`src/rtl/rdp_pkg.sv`:
```
package rdp_pkg;

    localparam int MAX_ENTRIES = 512;
    localparam int LIMIT_W     = 21;
    localparam int INDEX_W     = 9;
    localparam int COUNT_W     = 10;
    localparam int FIFO_DEPTH  = 4;
    localparam int FIFO_PTR_W  = $clog2(FIFO_DEPTH);

    localparam logic KIND_ENTRY   = 1'b0;
    localparam logic KIND_SUMMARY = 1'b1;

    localparam logic [1:0] STATUS_OK        = 2'd0;
    localparam logic [1:0] STATUS_NOT_FOUND = 2'd1;
    localparam logic [1:0] STATUS_SHORT     = 2'd2;

    typedef struct packed {
        logic [7:0] data_byte;
        logic       last_byte;
    } in_item_t;

    typedef struct packed {
        logic               kind;
        logic [INDEX_W-1:0] entry_index;
        logic [63:0]        name_low;
        logic [15:0]        name_high;
        logic [15:0]        ext_info;
        logic [31:0]        payload_size;
        logic [31:0]        payload_offset;
        logic [1:0]         status;
        logic [COUNT_W-1:0] entry_count;
        logic               last_result;
    } out_item_t;

    // up to two results from one byte, first goes out first
    typedef struct packed {
        logic [1:0] count;
        out_item_t  first;
        out_item_t  second;
    } push_t;

endpackage

```
`src/rtl/rom_directory_parser_core.sv`:
```
// rom directory parser
// in channel (in_valid/in_ready/in_data) takes the image one byte per request,
// with last_byte set on the final byte of an image.
// out channel (out_valid/out_ready/out_data) gives directory entries and, after
// the final byte, one summary; last_result marks the last result of a byte.
// cfg channel (cfg_valid/cfg_ready/cfg_data) writes scan_limit, always ready;
// write it only while no byte is in flight.
// latency: a byte accepted is held in the input register and then written into the
// result queue, whose head drives out_data.
// throughput: one byte per cycle while out_ready is held high; a final byte
// that brings an entry and the summary puts two results in the queue.
// results wait in a four-deep queue; once it cannot take two more, the byte in
// the input register is held until there is room, and in_ready drops meanwhile.
// reset: scan_limit returns to 65536 and the parser starts a new image;
// after every final byte the image state clears again, scan_limit is kept.
module rom_directory_parser_core (
    input  logic                          clk,
    input  logic                          rst_n,
    input  logic                          in_valid,
    output logic                          in_ready,
    input  rdp_pkg::in_item_t             in_data,
    output logic                          out_valid,
    input  logic                          out_ready,
    output rdp_pkg::out_item_t            out_data,
    input  logic                          cfg_valid,
    output logic                          cfg_ready,
    input  logic [rdp_pkg::LIMIT_W-1:0]   cfg_data
);
    import rdp_pkg::*;

    logic                 in_valid_reg;
    in_item_t             in_item_reg;
    logic [LIMIT_W-1:0]   scan_limit_reg;
    logic                 room;
    logic                 fire;
    push_t                push;

    assign cfg_ready = 1'b1;
    assign fire      = in_valid_reg && room;
    assign in_ready  = !in_valid_reg || fire;

    always_ff @(posedge clk or negedge rst_n)
    begin
        if (!rst_n)
        begin
            in_valid_reg   <= 1'b0;
            scan_limit_reg <= LIMIT_W'(65536);
        end
        else
        begin
            if (in_valid && in_ready)
            begin
                in_valid_reg <= 1'b1;
            end
            else if (fire)
            begin
                in_valid_reg <= 1'b0;
            end
            if (cfg_valid && cfg_ready)
            begin
                scan_limit_reg <= cfg_data;
            end
        end
    end

    always_ff @(posedge clk)
    begin
        if (in_valid && in_ready)
        begin
            in_item_reg <= in_data;
        end
    end

    rdp_parser u_parser (
        .clk        (clk),
        .rst_n      (rst_n),
        .fire       (fire),
        .item       (in_item_reg),
        .scan_limit (scan_limit_reg),
        .push       (push)
    );

    rdp_out_fifo u_out_fifo (
        .clk       (clk),
        .rst_n     (rst_n),
        .push      (push),
        .out_ready (out_ready),
        .out_valid (out_valid),
        .out_data  (out_data),
        .room      (room)
    );

endmodule

```
`src/rtl/rdp_parser.sv`:
```
module rdp_parser (
    input  logic                          clk,
    input  logic                          rst_n,
    input  logic                          fire,
    input  rdp_pkg::in_item_t             item,
    input  logic [rdp_pkg::LIMIT_W-1:0]   scan_limit,
    output rdp_pkg::push_t                push
);
    import rdp_pkg::*;

    localparam int WIN_LEN = 22;
    localparam int ENT_LEN = 16;

    localparam logic [1:0] PH_SEARCH = 2'd0;
    localparam logic [1:0] PH_PARSE  = 2'd1;
    localparam logic [1:0] PH_DONE   = 2'd2;

    localparam logic [7:0] SIG_RESET [0:9] = '{
        8'h52, 8'h45, 8'h53, 8'h45, 8'h54, 8'h00, 8'h00, 8'h00, 8'h00, 8'h00
    };
    localparam logic [7:0] SIG_ROMDIR [0:5] = '{
        8'h52, 8'h4F, 8'h4D, 8'h44, 8'h49, 8'h52
    };

    logic [7:0]         win_reg [0:WIN_LEN-1];
    logic [7:0]         win_next [0:WIN_LEN-1];
    logic [7:0]         buf_reg [0:ENT_LEN-1];
    logic [7:0]         buf_next [0:ENT_LEN-1];
    logic [31:0]        pos_reg;
    logic [31:0]        pos_next;
    logic [1:0]         phase_reg;
    logic [1:0]         phase_next;
    logic [3:0]         fill_reg;
    logic [3:0]         fill_next;
    logic [31:0]        offset_reg;
    logic [31:0]        offset_next;
    logic [COUNT_W-1:0] count_reg;
    logic [COUNT_W-1:0] count_next;

    logic [7:0]         ent [0:ENT_LEN-1];
    logic               sig_hit;
    logic               pos_ok;
    logic               searching;
    logic               parsing;
    logic               search_hit;
    logic               entry_go;
    logic               is_term;
    logic               emit;
    logic [15:0]        ext;
    logic [31:0]        size;
    logic [COUNT_W-1:0] count_inc;
    logic [1:0]         phase_after;
    logic [1:0]         status;
    out_item_t          entry_res;
    out_item_t          sum_res;

    always_comb
    begin
        for (int i = 0; i < WIN_LEN - 1; i++)
        begin
            win_next[i] = win_reg[i+1];
        end
        win_next[WIN_LEN-1] = item.data_byte;

        sig_hit = 1'b1;
        for (int i = 0; i < 10; i++)
        begin
            if (win_next[i] != SIG_RESET[i])
            begin
                sig_hit = 1'b0;
            end
        end
        for (int i = 0; i < 6; i++)
        begin
            if (win_next[ENT_LEN+i] != SIG_ROMDIR[i])
            begin
                sig_hit = 1'b0;
            end
        end

        // signature start is pos - 21, it counts if start + 10 <= scan_limit
        pos_ok = (pos_reg >= 32'd21)
              && ((pos_reg - 32'd11) <= {{(32-LIMIT_W){1'b0}}, scan_limit});

        searching  = (phase_reg == PH_SEARCH);
        parsing    = (phase_reg == PH_PARSE);
        search_hit = searching && pos_ok && sig_hit;
        entry_go   = search_hit || (parsing && (fill_reg == 4'd15));

        for (int i = 0; i < ENT_LEN; i++)
        begin
            if (searching)
            begin
                ent[i] = win_next[i];
            end
            else if (i == ENT_LEN - 1)
            begin
                ent[i] = item.data_byte;
            end
            else
            begin
                ent[i] = buf_reg[i];
            end
        end

        ext     = {ent[11], ent[10]};
        size    = {ent[15], ent[14], ent[13], ent[12]};
        is_term = (ent[0] == 8'h00) && (ext == 16'h0000) && (size == 32'h0);
        emit    = entry_go && !is_term;

        count_inc = count_reg + COUNT_W'(1);

        phase_after = phase_reg;
        if (entry_go)
        begin
            if (is_term || (count_inc >= COUNT_W'(MAX_ENTRIES)))
            begin
                phase_after = PH_DONE;
            end
            else
            begin
                phase_after = PH_PARSE;
            end
        end

        buf_next  = buf_reg;
        fill_next = fill_reg;
        if (search_hit && (phase_after == PH_PARSE))
        begin
            for (int i = 0; i < 6; i++)
            begin
                buf_next[i] = win_next[ENT_LEN+i];
            end
            fill_next = 4'd6;
        end
        else if (parsing)
        begin
            buf_next[fill_reg] = item.data_byte;
            fill_next          = fill_reg + 4'd1;
        end

        offset_next = emit ? (offset_reg + ((size + 32'd15) & ~32'd15)) : offset_reg;
        count_next  = emit ? count_inc : count_reg;
        pos_next    = (pos_reg == 32'hFFFF_FFFF) ? pos_reg : (pos_reg + 32'd1);

        priority if (pos_next < 32'd32)
        begin
            status = STATUS_SHORT;
        end
        else if (phase_after == PH_SEARCH)
        begin
            status = STATUS_NOT_FOUND;
        end
        else
        begin
            status = STATUS_OK;
        end

        entry_res                = '0;
        entry_res.kind           = KIND_ENTRY;
        entry_res.entry_index    = count_reg[INDEX_W-1:0];
        entry_res.name_low       = {ent[7], ent[6], ent[5], ent[4],
                                    ent[3], ent[2], ent[1], ent[0]};
        entry_res.name_high      = {ent[9], ent[8]};
        entry_res.ext_info       = ext;
        entry_res.payload_size   = size;
        entry_res.payload_offset = offset_reg;
        entry_res.last_result    = !item.last_byte;

        sum_res             = '0;
        sum_res.kind        = KIND_SUMMARY;
        sum_res.status      = status;
        sum_res.entry_count = count_next;
        sum_res.last_result = 1'b1;

        push.count  = fire ? ({1'b0, emit} + {1'b0, item.last_byte}) : 2'd0;
        push.first  = emit ? entry_res : sum_res;
        push.second = sum_res;
    end

    always_ff @(posedge clk or negedge rst_n)
    begin
        if (!rst_n)
        begin
            for (int i = 0; i < WIN_LEN; i++)
            begin
                win_reg[i] <= 8'h00;
            end
            pos_reg    <= '0;
            phase_reg  <= PH_SEARCH;
            fill_reg   <= '0;
            offset_reg <= '0;
            count_reg  <= '0;
        end
        else if (fire)
        begin
            if (item.last_byte)
            begin
                // image done, start the next one from scratch
                for (int i = 0; i < WIN_LEN; i++)
                begin
                    win_reg[i] <= 8'h00;
                end
                pos_reg    <= '0;
                phase_reg  <= PH_SEARCH;
                fill_reg   <= '0;
                offset_reg <= '0;
                count_reg  <= '0;
            end
            else
            begin
                win_reg    <= win_next;
                pos_reg    <= pos_next;
                phase_reg  <= phase_after;
                fill_reg   <= fill_next;
                offset_reg <= offset_next;
                count_reg  <= count_next;
            end
        end
    end

    always_ff @(posedge clk)
    begin
        if (fire)
        begin
            buf_reg <= buf_next;
        end
    end

endmodule

```
`src/rtl/rdp_out_fifo.sv`:
```
module rdp_out_fifo (
    input  logic               clk,
    input  logic               rst_n,
    input  rdp_pkg::push_t     push,
    input  logic               out_ready,
    output logic               out_valid,
    output rdp_pkg::out_item_t out_data,
    output logic               room
);
    import rdp_pkg::*;

    out_item_t             mem [0:FIFO_DEPTH-1];
    logic [FIFO_PTR_W-1:0] wr_ptr_reg;
    logic [FIFO_PTR_W-1:0] wr_ptr_next;
    logic [FIFO_PTR_W-1:0] rd_ptr_reg;
    logic [FIFO_PTR_W-1:0] rd_ptr_next;
    logic [FIFO_PTR_W:0]   count_reg;
    logic [FIFO_PTR_W:0]   count_next;
    logic                  pop;

    assign out_valid = (count_reg != '0);
    assign out_data  = mem[rd_ptr_reg];
    // one byte can bring two results
    assign room      = (count_reg <= (FIFO_PTR_W+1)'(FIFO_DEPTH - 2));
    assign pop       = out_valid && out_ready;

    always_comb
    begin
        wr_ptr_next = wr_ptr_reg + FIFO_PTR_W'(push.count);
        rd_ptr_next = rd_ptr_reg + FIFO_PTR_W'(pop);
        count_next  = count_reg + (FIFO_PTR_W+1)'(push.count)
                    - (FIFO_PTR_W+1)'(pop);
    end

    always_ff @(posedge clk or negedge rst_n)
    begin
        if (!rst_n)
        begin
            wr_ptr_reg <= '0;
            rd_ptr_reg <= '0;
            count_reg  <= '0;
        end
        else
        begin
            wr_ptr_reg <= wr_ptr_next;
            rd_ptr_reg <= rd_ptr_next;
            count_reg  <= count_next;
        end
    end

    always_ff @(posedge clk)
    begin
        if (push.count != 2'd0)
        begin
            mem[wr_ptr_reg] <= push.first;
        end
        if (push.count == 2'd2)
        begin
            mem[wr_ptr_reg + FIFO_PTR_W'(1)] <= push.second;
        end
    end

endmodule

```
`config.mk`:
```
export PLATFORM = sky130hd
export DESIGN_NAME = rom_directory_parser_core
export DESIGN_NICKNAME = d
export VERILOG_FILES = /design/src/rtl/rdp_pkg.sv /design/src/rtl/rom_directory_parser_core.sv /design/src/rtl/rdp_parser.sv /design/src/rtl/rdp_out_fifo.sv
export SDC_FILE = /design/constraint.sdc
export NUM_CORES = 2
export LEC_CHECK = 0
export BUFFER_PORTS_ARGS = -buffer_cell sky130_fd_sc_hd__buf_2
export CORE_MARGIN = 2
export CORE_UTILIZATION = 29
export CTS_CLUSTER_DIAMETER = 40
export CTS_CLUSTER_SIZE = 28
export DETAILED_ROUTE_END_ITERATION = 10
export GPL_TIMING_DRIVEN = 0
export HOLD_SLACK_MARGIN = 0.06
export PLACE_DENSITY = 0.51
export SYNTH_ARGS = -nofsm -noshare
export SYNTH_HDL_FRONTEND = slang
export SYNTH_SLANG_ARGS = --single-unit
```
`constraint.sdc`:
```
create_clock -name clk -period 8 [get_ports clk]
set_input_delay 1.6 -clock clk [delete_from_list [all_inputs] [get_ports clk]]
set_output_delay 1.6 -clock clk [all_outputs]
set_load 0.01 [all_outputs]
```
==> flow_summary.toml <==
[sta]
layout_min_cycle_time_ns = 7.73
worst_slew_pin_slew_ns = 1.41
fin_worst_skew_ns = 0.0755
min_period_over_period_pct = 96.6
hold_viol = 0
setup_tns_ns = 0
fmax_ghz = 0.129
rsz0062_at_grt = "yes"
setup_viol = 0
final_max_slew_viol_count = 0
relSlewSlack_pct = 5.69
hold_slack_ns = 0.440

[synth]
async_flop_share_pct = 24.3
synth_edf_count = 177
ys_top_cells_by_area = "dfxtp_1 (28%), dfrtp_1 (14%), edfxtp_1 (11%)"
avgSynthCellArea_um2 = 10.2
synth_area_leader_cell = "dfxtp_1"
synthFlopType = "dfxtp_1"
ys_seq_elements = 1122
synth_fp_nets = 4810
ys_types = 79
seq_area_frac_synth_pct = 53.5
synthDominantCellAreaShare_pct = 28.1
synth.cell_area_um2 = 47800
yosysWarningCount = 0
netlist_instances = 4708

[floorplanning]
die_area_um2 = 168000
num_rows = 149
die_width_um = 410
fp.dieH_um = 410
coreArea_um2 = 164000
initial_core_util_pct = 29.1
pin_count = 221

[route]
vias = 38300
drtAntennaViolNets = 0
drt_iter0_markers = 3074
viasPerCell = 5.14
drc = 0
wl_um = 169000
wl_met2_um = 78300
wire_per_inst_um = 22.7
wl_met3_um = 9300
dr.pass1.iters = 6
top_layer = "met4"
drt-met1-wl_um = 75700

[power]
power_switching_mw = 5.31
pwr-share-clk_pct = 46.0
swShare_pct = 31.4
power_mw = 16.9
leakagePower_nw = 22.0
combPwrFrac_pct = 17.6
power_density_nw_per_um2 = 290
ir_worst_vdd_mv = 0.242
internal-power_mw = 11.6
seqPwrFrac_pct = 36.4

[placed_design]
dp_hpwl_um = 121000
placedCellCount = 7120
io_buffers = 219
gp_congestion = 0.902

[layout]
largest_register_ffs = 720
syn2layout_area_growth_pct = 21.7
stdcell_count = 7449
layout-drive-gt1-share_pct = 16.1
final_nets = 5217
nFillCells = 16600

[critical_path]
ff2ff_path_depth = 27
max_stage_delay_ns = 0.50
cpMostUsedCell = "buf_2"
cp.required_ns = 8.63
slowest_stage = "or4_1"
r2r_setup_slack_ns = 0.27
critPathKind = "register to register"
reg2reg_to = "u_out_fifo.mem[3][123]"
cp_data_arrival_time_ns = 8.36
crit_buf_inv = 8
reg2reg_from = "u_parser.pos_reg[8]"
cpLargestDelayFamily = "simple AND/OR/NAND/NOR gates"
critPathLaunchType = "register"
cp_max_fo = 11
cp-end-kind = "register"

[global_routing]
grt_pass1_vias = 37400
grt_max_degree = 110
grt_pass1_wl_um = 249000
antenna_found_initial = 7
track_usage_pct = 19.7
grt_overflow = 0

[cts]
hold_buffers = 0
worstSkewPairLatency_ns = 0.83
htree_num_levels = 4
clockBufferDepth = 3
numCtsBuffers = 167
path_clk_slew_ns = 0.05
cts_tree = "built"
ctsRootBufferMaster = "clkbuf_16"
clock_sinks = 1122

[min_path]
hp-class = "register to register"
holdPathStages = 2
min_from = "u_out_fifo.mem[2][182]"
hold_end = "u_out_fifo.mem[2][182]"

[outcome]
status = "complete, no violations"

[job]
max-cap-violations = 0
[power by group through the flow]
stage                     Clock, mW  Combinational, mW  Sequential, mW
after floorplan                   0               1.78            6.16
after global placement            0               2.91            6.26
after detailed placement          0               2.95            6.26
after CTS                      7.88               2.98            6.14
after global routing           8.12               3.20            6.16
final                          7.78               2.98            6.15
[routing by layer]
metal	GRT usage [%]	vias to the layer above
met3	3.26	277
met2	31.4	1146
li1	-	17700
met1	26.8	19100
met4	7.16	0
met5	0	-
[stage by stage]
step | utilization (%) | setup WS [ns] | area [um^2]
2_1_floorplan | - | 1.86 | 47800
3_3_place_gp | 31.4 | -1.40 | 51700
3_5_place_dp | 31.5 | -1.48 | 51800
4_1_cts | 35.3 | -0.0311 | 58000
5_1_grt | 35.4 | -0.119 | 58200
6_report | 35.4 | 0.270 | 58200
[logic make-up (layout without fill, tap and decap cells)]
family / count (synthesis) / in the layout / synth area share [%]
AND/OR/NAND/NOR: 1517 / 1517 / 13.9
adder cells (fa/ha/maj): 67 / 67 / 1.78
buffers and inverters: 421 / 971 / 3.46
multiplexers: 315 / 315 / 11.3
flip-flops: 1122 / 1122 / 53.5
other: 1 / 3 / 0.00784
XOR/XNOR: 85 / 85 / 1.56
AO/OA/AOI/OAI: 1180 / 1180 / 14.5
[how the worst max path moves through the flow]
stage,start,to,slack (ns),cells after the start
3_5_place_dp,u_parser.pos_reg[8],u_out_fifo.mem[0][72],-1.48,27
2_1_floorplan,u_parser.pos_reg[8],u_out_fifo.mem[0][2],1.86,27
6_report,u_parser.pos_reg[8],u_out_fifo.mem[3][123],0.27,27
4_1_cts,u_parser.pos_reg[8],u_out_fifo.mem[1][169],-0.03,27
5_1_grt,u_parser.pos_reg[8],u_out_fifo.mem[3][119],-0.12,27
3_3_place_gp,u_parser.pos_reg[8],u_out_fifo.mem[3][179],-1.40,27
[worst min-delay path, cell delays in order, from the launching register on]
cell     delay (ns)
dfxtp_1        0.30
nand2_1        0.05
nand2_1        0.04
[Yosys cell counts, types with 13 or more instances]
cell type / count
nor3_1: 35
nor4_1: 60
nor2_1: 95
ha_1: 65
a22o_1: 153
a31oi_1: 15
a21o_1: 16
xnor2_1: 61
buf_2: 25
a21oi_1: 82
edfxtp_1: 177
mux4_2: 180
nand2_1: 1053
inv_1: 68
buf_1: 41
dfxtp_1: 672
o21ai_0: 790
mux2i_1: 133
clkbuf_1: 278
nand3_1: 58
o31ai_1: 21
and3_1: 29
o211ai_1: 13
nand4_1: 53
and2_1: 41
xor2_1: 24
dfrtp_1: 272
[cells in the final DEF, fill, tap and decap left out, drive strengths merged, types with 99 or more instances in the layout]
cell and count:
inv 99, buf 314, o21ai 794, edfxtp 177, nand2 1053, a22o 153
mux4 180, dfrtp 272, mux2i 133, dfxtp 672, clkbuf 484
[area by class of cell]
cell class	instances	area [um^2]	share of cell area, %
inverters	69	270	0.464
plain buffers	350	1490	2.55
multi-input cells	3165	20700	35.6
diodes	2	5.00	0.00860
repair buffers	240	1380	2.37
clock inverters	104	1390	2.38
well taps	2189	2740	4.71
flip-flops and latches	1122	25600	44.0
clock buffers	208	4650	7.98
[timing repair]
item	4_1_cts	5_1_grt
resized for setup	31	107
pin swaps	1	2
buffers inserted	4	13
setup endpoints to repair	648	578
No activity file was read; power rests on OpenSTA's default activity.
